`src/rtl/tlnf_pkg.sv`:
```
// Shared types, constants and the byte rendering function of the line-number filter.
package tlnf_pkg;

    // Default count of decimal places in the line number
    localparam int NUMBER_DIGITS_DEF = 6;

    // Configuration port geometry
    localparam int CFG_ADDR_W = 5;
    localparam int CFG_DATA_W = 32;
    localparam int REG_IDX_W  = 3;

    // Register indexes on the configuration port
    typedef enum logic [REG_IDX_W-1:0] {
        REG_NUMBER_NONBLANK  = 3'd0,
        REG_NUMBER_ALL       = 3'd1,
        REG_SQUEEZE_BLANK    = 3'd2,
        REG_SHOW_NONPRINTING = 3'd3,
        REG_SHOW_TABS        = 3'd4,
        REG_SHOW_ENDS        = 3'd5
    } reg_idx_t;

    // Character codes
    localparam logic [7:0] CH_TAB      = 8'd9;
    localparam logic [7:0] CH_LF       = 8'd10;
    localparam logic [7:0] CH_SPACE    = 8'd32;
    localparam logic [7:0] CH_DOLLAR   = 8'd36;
    localparam logic [7:0] CH_MINUS    = 8'd45;
    localparam logic [7:0] CH_ZERO     = 8'd48;
    localparam logic [7:0] CH_QUEST    = 8'd63;
    localparam logic [7:0] CH_CAP_I    = 8'd73;
    localparam logic [7:0] CH_CAP_M    = 8'd77;
    localparam logic [7:0] CH_CARET    = 8'd94;
    localparam logic [7:0] CH_PRINT_LO = 8'd32;
    localparam logic [7:0] CH_PRINT_HI = 8'd126;
    localparam logic [7:0] CH_DEL      = 8'd127;
    localparam logic [7:0] CH_HIGH_BIT = 8'd128;
    localparam logic [7:0] CH_META_PRN = 8'd160;
    localparam logic [7:0] CH_META_DEL = 8'd255;
    localparam logic [7:0] CARET_OFS   = 8'd64;

    // Bytes a single input byte renders to, at most four
    localparam int RENDER_MAX = 4;

    typedef struct packed {
        logic number_nonblank;
        logic number_all;
        logic squeeze_blank;
        logic show_nonprinting;
        logic show_tabs;
        logic show_ends;
    } cfg_t;

    typedef struct packed {
        logic [RENDER_MAX-1:0][7:0] bytes;
        logic [2:0]                 count;
    } render_t;

    // Visible form of one byte: $ before LF, ^I for tab, caret and M- notation
    function automatic render_t render_byte(input logic [7:0] c, input cfg_t cfg);
        render_t r;
        r.bytes    = '0;
        r.bytes[0] = c;
        r.count    = 3'd1;
        if (c == CH_LF && cfg.show_ends) begin
            r.bytes[0] = CH_DOLLAR;
            r.bytes[1] = CH_LF;
            r.count    = 3'd2;
        end else if (c == CH_TAB && cfg.show_tabs) begin
            r.bytes[0] = CH_CARET;
            r.bytes[1] = CH_CAP_I;
            r.count    = 3'd2;
        end else if (cfg.show_nonprinting && c != CH_LF && c != CH_TAB) begin
            if (c >= CH_PRINT_LO && c <= CH_PRINT_HI) begin
                r.count = 3'd1;
            end else if (c < CH_PRINT_LO || c == CH_DEL) begin
                r.bytes[0] = CH_CARET;
                r.bytes[1] = (c == CH_DEL) ? CH_QUEST : c + CARET_OFS;
                r.count    = 3'd2;
            end else begin
                r.bytes[0] = CH_CAP_M;
                r.bytes[1] = CH_MINUS;
                if (c >= CH_META_PRN) begin
                    if (c != CH_META_DEL) begin
                        r.bytes[2] = c - CH_HIGH_BIT;
                        r.count    = 3'd3;
                    end else begin
                        r.bytes[2] = CH_CARET;
                        r.bytes[3] = CH_QUEST;
                        r.count    = 3'd4;
                    end
                end else begin
                    // high control byte: strip bit 7, then caret form
                    r.bytes[2] = CH_CARET;
                    r.bytes[3] = c - CH_HIGH_BIT + CARET_OFS;
                    r.count    = 3'd4;
                end
            end
        end
        return r;
    endfunction

endpackage

```
`src/rtl/tlnf_regs.sv`:
```
// APB configuration registers of the line-number filter.
module tlnf_regs
    import tlnf_pkg::*;
(
    input  logic                  aclk,
    input  logic                  aresetn,
    input  logic                  psel,
    input  logic                  penable,
    input  logic                  pwrite,
    input  logic [CFG_ADDR_W-1:0] paddr,
    input  logic [CFG_DATA_W-1:0] pwdata,
    output logic [CFG_DATA_W-1:0] prdata,
    output logic                  pready,
    output cfg_t                  cfg
);

    cfg_t           cfg_reg;
    cfg_t           cfg_next;
    logic           wr_en;
    reg_idx_t       idx;
    logic           rd_bit;

    assign pready = 1'b1;
    assign wr_en  = psel && penable && pwrite;
    assign idx    = reg_idx_t'(paddr[CFG_ADDR_W-1:2]);
    assign cfg    = cfg_reg;

    // Register write decode; indexes past the list are ignored
    always_comb begin
        cfg_next = cfg_reg;
        if (wr_en) begin
            unique case (idx)
                REG_NUMBER_NONBLANK:  cfg_next.number_nonblank  = pwdata[0];
                REG_NUMBER_ALL:       cfg_next.number_all       = pwdata[0];
                REG_SQUEEZE_BLANK:    cfg_next.squeeze_blank    = pwdata[0];
                REG_SHOW_NONPRINTING: cfg_next.show_nonprinting = pwdata[0];
                REG_SHOW_TABS:        cfg_next.show_tabs        = pwdata[0];
                REG_SHOW_ENDS:        cfg_next.show_ends        = pwdata[0];
                default:              cfg_next = cfg_reg;
            endcase
        end
    end

    // Read mux
    always_comb begin
        unique case (idx)
            REG_NUMBER_NONBLANK:  rd_bit = cfg_reg.number_nonblank;
            REG_NUMBER_ALL:       rd_bit = cfg_reg.number_all;
            REG_SQUEEZE_BLANK:    rd_bit = cfg_reg.squeeze_blank;
            REG_SHOW_NONPRINTING: rd_bit = cfg_reg.show_nonprinting;
            REG_SHOW_TABS:        rd_bit = cfg_reg.show_tabs;
            REG_SHOW_ENDS:        rd_bit = cfg_reg.show_ends;
            default:              rd_bit = 1'b0;
        endcase
    end

    assign prdata = {{(CFG_DATA_W-1){1'b0}}, rd_bit};

    always_ff @(posedge aclk) begin
        if (!aresetn) begin
            cfg_reg <= '0;
        end else begin
            cfg_reg <= cfg_next;
        end
    end

endmodule

```
`src/rtl/tlnf_front.sv`:
```
// Line state and per-byte decode: builds the output byte run for one input transaction.
module tlnf_front
    import tlnf_pkg::*;
#(
    parameter int NUMBER_DIGITS = NUMBER_DIGITS_DEF,
    localparam int SLOTS = NUMBER_DIGITS + 1 + RENDER_MAX,
    localparam int CNT_W = $clog2(SLOTS + 1),
    localparam int LN_W  = 4 * NUMBER_DIGITS
) (
    input  logic                  aclk,
    input  logic                  aresetn,
    input  cfg_t                  cfg,
    input  logic                  s_valid,
    output logic                  s_ready,
    input  logic [7:0]            s_data_byte,
    output logic                  run_valid,
    input  logic                  run_ready,
    output logic [SLOTS-1:0][7:0] run_bytes,
    output logic [CNT_W-1:0]      run_count
);

    logic [7:0]      prev_reg,  prev_next;
    logic [1:0]      blank_reg, blank_next;
    logic [LN_W-1:0] ln_reg,    ln_next;

    logic            accept;
    logic            line_start;
    logic            is_lf;
    logic            num_en;
    logic            render_en;
    render_t         rend;
    logic [NUMBER_DIGITS-1:0][7:0] digit_ch;
    logic [LN_W-1:0] ln_inc;
    logic [CNT_W-1:0] num_part;
    logic [CNT_W-1:0] rend_part;

    assign s_ready    = run_ready;
    assign accept     = s_valid && s_ready;
    assign line_start = (prev_reg == CH_LF);
    assign is_lf      = (s_data_byte == CH_LF);

    // Blank-line run counter, saturating at three
    always_comb begin
        if (line_start && is_lf && cfg.squeeze_blank) begin
            blank_next = (blank_reg == 2'd3) ? 2'd3 : blank_reg + 2'd1;
        end else begin
            blank_next = 2'd0;
        end
    end

    assign render_en = (blank_next < 2'd2);

    // Number decision at the start of a line
    always_comb begin
        num_en = 1'b0;
        if (line_start) begin
            if (cfg.number_nonblank) begin
                num_en = !is_lf;
            end else begin
                num_en = cfg.number_all && render_en;
            end
        end
    end

    // Line number digits, most significant first, leading zeros as spaces
    always_comb begin
        logic       lead;
        logic [3:0] d;
        lead = 1'b1;
        for (int k = 0; k < NUMBER_DIGITS; k++) begin
            d = ln_reg[(NUMBER_DIGITS-1-k)*4 +: 4];
            if (d != 4'd0 || k == NUMBER_DIGITS-1) begin
                lead = 1'b0;
            end
            digit_ch[k] = lead ? CH_SPACE : CH_ZERO + {4'd0, d};
        end
    end

    // BCD increment that holds at all nines
    always_comb begin
        logic carry;
        logic all_nines;
        logic [3:0] d;
        all_nines = 1'b1;
        carry     = 1'b1;
        ln_inc    = ln_reg;
        for (int i = 0; i < NUMBER_DIGITS; i++) begin
            if (ln_reg[i*4 +: 4] != 4'd9) begin
                all_nines = 1'b0;
            end
        end
        for (int i = 0; i < NUMBER_DIGITS; i++) begin
            d = ln_reg[i*4 +: 4];
            if (carry) begin
                if (d == 4'd9) begin
                    ln_inc[i*4 +: 4] = 4'd0;
                end else begin
                    ln_inc[i*4 +: 4] = d + 4'd1;
                    carry = 1'b0;
                end
            end
        end
        if (all_nines) begin
            ln_inc = ln_reg;
        end
    end

    assign rend = render_byte(s_data_byte, cfg);

    // Pack the run: number and tab first when numbered, then the rendered bytes
    always_comb begin
        run_bytes = '0;
        if (num_en) begin
            for (int k = 0; k < NUMBER_DIGITS; k++) begin
                run_bytes[k] = digit_ch[k];
            end
            run_bytes[NUMBER_DIGITS] = CH_TAB;
            for (int j = 0; j < RENDER_MAX; j++) begin
                run_bytes[NUMBER_DIGITS+1+j] = rend.bytes[j];
            end
        end else begin
            for (int j = 0; j < RENDER_MAX; j++) begin
                run_bytes[j] = rend.bytes[j];
            end
        end
    end

    assign num_part  = num_en ? CNT_W'(NUMBER_DIGITS + 1) : '0;
    assign rend_part = render_en ? CNT_W'(rend.count) : '0;
    assign run_count = num_part + rend_part;
    assign run_valid = s_valid && (run_count != '0);

    // State update on every accepted transaction
    always_comb begin
        prev_next  = prev_reg;
        ln_next    = ln_reg;
        if (accept) begin
            prev_next = s_data_byte;
            if (num_en) begin
                ln_next = ln_inc;
            end
        end
    end

    always_ff @(posedge aclk) begin
        if (!aresetn) begin
            prev_reg  <= CH_LF;
            blank_reg <= 2'd0;
            ln_reg    <= LN_W'(1);
        end else begin
            prev_reg <= prev_next;
            ln_reg   <= ln_next;
            if (accept) begin
                blank_reg <= blank_next;
            end
        end
    end

endmodule

```
`src/rtl/tlnf_emit.sv`:
```
// Run register and output register: sends the bytes of one run, one per cycle while m_ready does not stall it.
module tlnf_emit
    import tlnf_pkg::*;
#(
    parameter int NUMBER_DIGITS = NUMBER_DIGITS_DEF,
    localparam int SLOTS = NUMBER_DIGITS + 1 + RENDER_MAX,
    localparam int CNT_W = $clog2(SLOTS + 1),
    localparam int IDX_W = $clog2(SLOTS)
) (
    input  logic                  aclk,
    input  logic                  aresetn,
    input  logic                  run_valid,
    output logic                  run_ready,
    input  logic [SLOTS-1:0][7:0] run_bytes,
    input  logic [CNT_W-1:0]      run_count,
    output logic                  m_valid,
    input  logic                  m_ready,
    output logic [7:0]            m_out_byte,
    output logic                  m_last_of_run
);

    logic                  busy_reg;
    logic [SLOTS-1:0][7:0] bytes_reg;
    logic [CNT_W-1:0]      count_reg;
    logic [IDX_W-1:0]      idx_reg;
    logic                  m_valid_reg;
    logic [7:0]            m_byte_reg;
    logic                  m_last_reg;

    logic out_free;
    logic advance;
    logic at_last;
    logic load;

    assign out_free  = !m_valid_reg || m_ready;
    assign advance   = busy_reg && out_free;
    assign at_last   = (CNT_W'(idx_reg) == count_reg - CNT_W'(1));
    assign run_ready = !busy_reg || (advance && at_last);
    assign load      = run_valid && run_ready;

    // Run register and byte index
    always_ff @(posedge aclk) begin
        if (!aresetn) begin
            busy_reg <= 1'b0;
            idx_reg  <= '0;
        end else begin
            if (load) begin
                busy_reg <= 1'b1;
                idx_reg  <= '0;
            end else if (advance && at_last) begin
                busy_reg <= 1'b0;
            end else if (advance) begin
                idx_reg <= idx_reg + IDX_W'(1);
            end
        end
    end

    always_ff @(posedge aclk) begin
        if (load) begin
            bytes_reg <= run_bytes;
            count_reg <= run_count;
        end
    end

    // Output register
    always_ff @(posedge aclk) begin
        if (!aresetn) begin
            m_valid_reg <= 1'b0;
        end else if (advance) begin
            m_valid_reg <= 1'b1;
        end else if (m_ready) begin
            m_valid_reg <= 1'b0;
        end
    end

    always_ff @(posedge aclk) begin
        if (advance) begin
            m_byte_reg <= bytes_reg[idx_reg];
            m_last_reg <= at_last;
        end
    end

    assign m_valid       = m_valid_reg;
    assign m_out_byte    = m_byte_reg;
    assign m_last_of_run = m_last_reg;

endmodule

```
`src/rtl/text_line_number_visible_filter.sv`:
```
// Top level of the text filter: line numbering, blank squeezing and visible rendering.
// Takes one text byte per input transaction and sends zero or more rendered bytes, the last
// one flagged by m_last_of_run. A byte is decoded in the cycle it is accepted and lands in
// a run register; the output register then sends the run one byte per cycle while m_ready
// is high. A byte that renders to one output byte thus sustains one transaction per cycle
// without stalls; a byte that yields more (up to NUMBER_DIGITS + 5 with a line number and
// M-^X form) holds s_ready low until its last byte enters the output register. A squeezed
// blank line with no number produces no output transaction at all. Configuration registers
// sit at byte addresses 0, 4, ... 20; the user writes them only while idle (not enforced).
module text_line_number_visible_filter
    import tlnf_pkg::*;
#(
    parameter int NUMBER_DIGITS = NUMBER_DIGITS_DEF
) (
    input  logic                  aclk,
    input  logic                  aresetn,
    input  logic                  psel,
    input  logic                  penable,
    input  logic                  pwrite,
    input  logic [CFG_ADDR_W-1:0] paddr,
    input  logic [CFG_DATA_W-1:0] pwdata,
    output logic [CFG_DATA_W-1:0] prdata,
    output logic                  pready,
    input  logic                  s_valid,
    output logic                  s_ready,
    input  logic [7:0]            s_data_byte,
    output logic                  m_valid,
    input  logic                  m_ready,
    output logic [7:0]            m_out_byte,
    output logic                  m_last_of_run
);

    localparam int SLOTS = NUMBER_DIGITS + 1 + RENDER_MAX;
    localparam int CNT_W = $clog2(SLOTS + 1);

    cfg_t                  cfg;
    logic                  run_valid;
    logic                  run_ready;
    logic [SLOTS-1:0][7:0] run_bytes;
    logic [CNT_W-1:0]      run_count;

    tlnf_regs u_regs (
        .aclk    (aclk),
        .aresetn (aresetn),
        .psel    (psel),
        .penable (penable),
        .pwrite  (pwrite),
        .paddr   (paddr),
        .pwdata  (pwdata),
        .prdata  (prdata),
        .pready  (pready),
        .cfg     (cfg)
    );

    tlnf_front #(
        .NUMBER_DIGITS (NUMBER_DIGITS)
    ) u_front (
        .aclk        (aclk),
        .aresetn     (aresetn),
        .cfg         (cfg),
        .s_valid     (s_valid),
        .s_ready     (s_ready),
        .s_data_byte (s_data_byte),
        .run_valid   (run_valid),
        .run_ready   (run_ready),
        .run_bytes   (run_bytes),
        .run_count   (run_count)
    );

    tlnf_emit #(
        .NUMBER_DIGITS (NUMBER_DIGITS)
    ) u_emit (
        .aclk          (aclk),
        .aresetn       (aresetn),
        .run_valid     (run_valid),
        .run_ready     (run_ready),
        .run_bytes     (run_bytes),
        .run_count     (run_count),
        .m_valid       (m_valid),
        .m_ready       (m_ready),
        .m_out_byte    (m_out_byte),
        .m_last_of_run (m_last_of_run)
    );

endmodule

```
`config.mk`:
```
export PLATFORM = sky130hd
export DESIGN_NAME = text_line_number_visible_filter
export DESIGN_NICKNAME = d
export VERILOG_FILES = /design/src/rtl/tlnf_pkg.sv /design/src/rtl/tlnf_regs.sv /design/src/rtl/tlnf_front.sv /design/src/rtl/tlnf_emit.sv /design/src/rtl/text_line_number_visible_filter.sv
export SDC_FILE = /design/constraint.sdc
export NUM_CORES = 1
export LEC_CHECK = 0
export ABC_AREA = 1
export BUFFER_PORTS_ARGS = -buffer_cell sky130_fd_sc_hd__buf_2
export CAP_MARGIN = 20
export CORE_ASPECT_RATIO = 0.9
export CORE_UTILIZATION = 59
export CTS_CLUSTER_SIZE = 10
export DETAILED_ROUTE_END_ITERATION = 6
export GPL_TIMING_DRIVEN = 0
export PLACE_DENSITY = 0.81
export REMOVE_ABC_BUFFERS = 1
export SYNTH_ARGS = -nofsm -noshare
export SYNTH_HDL_FRONTEND = slang
export SYNTH_HIERARCHICAL = 1
export SYNTH_SLANG_ARGS = --single-unit
```
`constraint.sdc`:
```
create_clock -name aclk -period 5.5 [get_ports aclk]
set_input_delay 0.55 -clock aclk [delete_from_list [all_inputs] [get_ports aclk]]
set_output_delay 0.55 -clock aclk [all_outputs]
set_load 0.1 [all_outputs]
```
==> metrics.md <==
| Metric | Value |
|---|---|
| Starting density of the core | 0.610 |
| Yosys warnings | 6 |
| DRC violation count after routing | 0 |
| Vias | 6529 |
| Critical Path RT | 5.60 ns |
| Via density | 5.68 |
| DP Wirelength | roughly 12000 um |
| Sequential fraction of the synthesis area | 0.480 |
| Post-CTS sizing | 0 |
| Crit-path max FO | 66 |
| Worst Setup Path Type | input port to flop |
| FMAX | around 260 MHz |
| # diodes | 0 |
| #FFs+latches synth | 147 |
| Worst slew pin tran | 0.880 ns |
| Synth-to-layout area growth | 7.07% |
| Crit path max-delay cell type | fa_1 |
| Maxcap violations | 0 |
| Clock Pin Slew Worst Setup and Hold Paths | roughly 0.06 ns |
| DR WL/cell | 16.0 um |
| Drt first pass iters | 6 |
| Area of placed instances | 8200 um2 |
| Largest net degree at the start of global routing | 67 |
| Total setup buffers inserted after CTS | 0 |
| Fin area | around 9000 um2 |
| Final Setup Violations | 0 |
| Final Critical Period | approximately 3.8 ns |
| Arrival time at the worst endpoint | around 4 ns |
| Clk buf depth | 2 |
| CP Launch Type | input port |
| Clk_lat worst skew | 0.43 ns |
| Setup TNS | 0 ns |
| Slowest stage delay, CP | between 0.4 and 0.5 ns |
| Max reg flops | 88 |
| CP Buf/Inv Count | 5 |
| Pleak | 3.71 nW |
| Max rail drop VDD | 0.242 mV |
| Total grt overflow | 0 |
| Number of nets in the layout | about 1000 |
| Slew Viols, Final | 0 |
| Vias in the first global route | 5826 |
| Final hold slack | approximately 0.43 ns |
| Worst slew margin | 0.413 |
| P per Cell Area | 320 nW/um2 |
| Power Total | 2.82 mW |
| Final period util | 0.699 |
| Critical Path Sink Type | flop |
| RSZ-0062 raised after global routing | false |
| DRC violation total after the first TritonRoute iteration | 786 |
| Skew final | 0.00743 ns |
| Mean Syn Cell Area | 8.54 um2 |
| CP cell instances | buf_2 -> inv_1 -> ha_1 -> a21oi_1 -> nand2_1 -> nand2_1 -> nor2_1 -> o21ai_0 -> nor2_1 -> ha_1 -> inv_1 -> fa_1 -> nand2_1 -> o21a_1 -> nand2_2 -> inv_4 -> buf_16 |
| First-pass GRT wire length | 29700 um |
| Mapped Cells | 965 |
| Cell family with the largest share of critical-path delay | simple AND/OR/NAND/NOR gates |
| Syn Std Cell Area | 8250 um2 |
| ANT nets after route | 0 |
| CTS Hold Buffers Added | 0 |
| TritonCTS clock tree | yes |
| Gp weighted congestion | 0.911 |
| Fraction of layout cells with a size suffix above 1 | 0.139 |
| Tot GR Track Use | 0.270 |
| Num rows | 40 |
| Die area | 14500 um2 |
| Die width | approximately 130 um |
| TritonCTS Buffers | 17 |
| CTS root buf | clkbuf_16 |
| Clock sink count | about 150 |
| Most frequent CP cell | nand2_1 |
| Cell variety after synth | 51 |
| Final hold violation count | 0 |
| Status | completed |
| Final WL | roughly 18000 um |
| Initial antenna violation count | 0 |
| Core box area | 13500 um2 |
| Die Height | ~110 um |
| Total number of H-tree levels | 4 |
| Worst min-delay path category | input port to flop |
| I/O pin cnt | 96 |
| Port Buffers | 30 |
==> metal layers <==
layer,track usage,up-vias,share of wire
met3,0.0528,42,0.086
met1,0.365,3002,0.43
met2,0.430,342,0.46
li1,-,3143,-
met5,0,-,0
met4,0.110,0,0.026
==> logic make-up (layout without fill, tap and decap cells) <==
| kind of cell | Yosys count | count (layout) | share of synthesized area |
|---|---|---|---|
| flip-flops | 147 | 147 | 0.480 |
| other | 3 | 44 | 0.00137 |
| XOR/XNOR | 9 | 9 | 0.00956 |
| buffers and inverters | 180 | 155 | 0.120 |
| AND/OR/NAND/NOR | 455 | 455 | 0.252 |
| adder cells (fa/ha/maj) | 12 | 12 | 0.0191 |
| AO/OA/AOI/OAI | 159 | 159 | 0.118 |
==> per-stage QoR <==
| stage | worst slack (ns) | util | cells |
|---|---|---|---|
| global route | 1.39 | 0.653 | 1149 |
| finish | 1.65 | 0.653 | 1149 |
| detailed placement | 1.28 | 0.607 | 1117 |
| floorplan | -0.0479 | - | 916 |
| global placement | -1.68 | 0.600 | 1114 |
| CTS | 1.74 | 0.653 | 1149 |
==> worst reg2reg max path: stages (launching register included) <==
cell	delay [ns]
dfxtp_1	0.35
inv_1	0.05
nor2_1	0.09
nand2_1	0.06
nor2_1	0.19
nand2_1	0.16
a21oi_4	0.58
ha_1	0.29
inv_1	0.05
fa_1	0.46
nand2_1	0.09
o21a_1	0.14
nand2_2	0.10
inv_4	0.29
buf_16	0.33
==> synth_stat cells (all sizes together) <==
cell type / number / area (um2)
a211oi: 1 / 7.51
a21boi: 1 / 7.51
a21oi: 27 / 143
a22oi: 13 / 97.6
a2bb2oi: 8 / 70.1
and2: 1 / 6.26
and3: 2 / 17.5
buf: 83 / 618
clkbuf: 7 / 30.0
conb: 3 / 11.3
dfxtp: 46 / 921
edfxtp: 101 / 3030
fa: 1 / 20.0
ha: 11 / 138
inv: 90 / 345
nand2: 192 / 796
nand3: 58 / 300
nand4: 13 / 103
nor2: 168 / 721
nor3: 9 / 50.1
nor4: 5 / 37.5
o2111ai: 6 / 52.6
o211ai: 20 / 150
o21a: 1 / 7.51
o21ai: 77 / 400
o21bai: 5 / 37.5
or2: 7 / 46.3
xnor2: 2 / 17.5
xor2: 7 / 61.3
==> worst paths after layout <==
kind | from | to | slack [ns] | depth (start not counted)
worst max-delay path | s_data_byte[6] | u_emit/bytes_reg[46] | 1.65 | 17
worst min-delay path | m_ready | u_emit/m_valid | 0.43 | 4
worst max register to register | u_front/prev_reg[3] | u_emit/bytes_reg[46] | 1.91 | 14
worst min register to register | u_front/blank_reg[0] | u_front/blank_reg[0] | 0.49 | 2
==> area by class of cell <==
class	instances	area (um2)
fill	1069	4680
sequential	147	3950
multi-input combinational	679	3460
clock buffer	20	447
inverter	90	348
timing repair buffer	33	233
tap	168	210
clock inverter	12	178
==> power by group <==
group	switching, mW	internal, mW	leakage [nW]	total [mW]
Sequential	0.0192	1.24	1.36	1.26
Combinational	0.279	0.0599	2.05	0.338
Clock	0.453	0.772	0.305	1.23
==> cell usage in the layout, fill, tap and decap left out, types with 14 or more instances in the layout <==
cell       netlist  layout
o21ai_1         28      28
o21ai_0         47      47
nand3_1         56      56
dfxtp_1         46      46
a21oi_1         25      25
nor2_2          18      18
edfxtp_1       101     101
inv_2           14      14
nor2_1         144     144
inv_1           75      74
conb_1           3      44
o211ai_1        20      20
nand2_1        174     174
buf_2           14      30
clkbuf_16        0      17
Note: power is estimated with default switching activity, not from simulation.
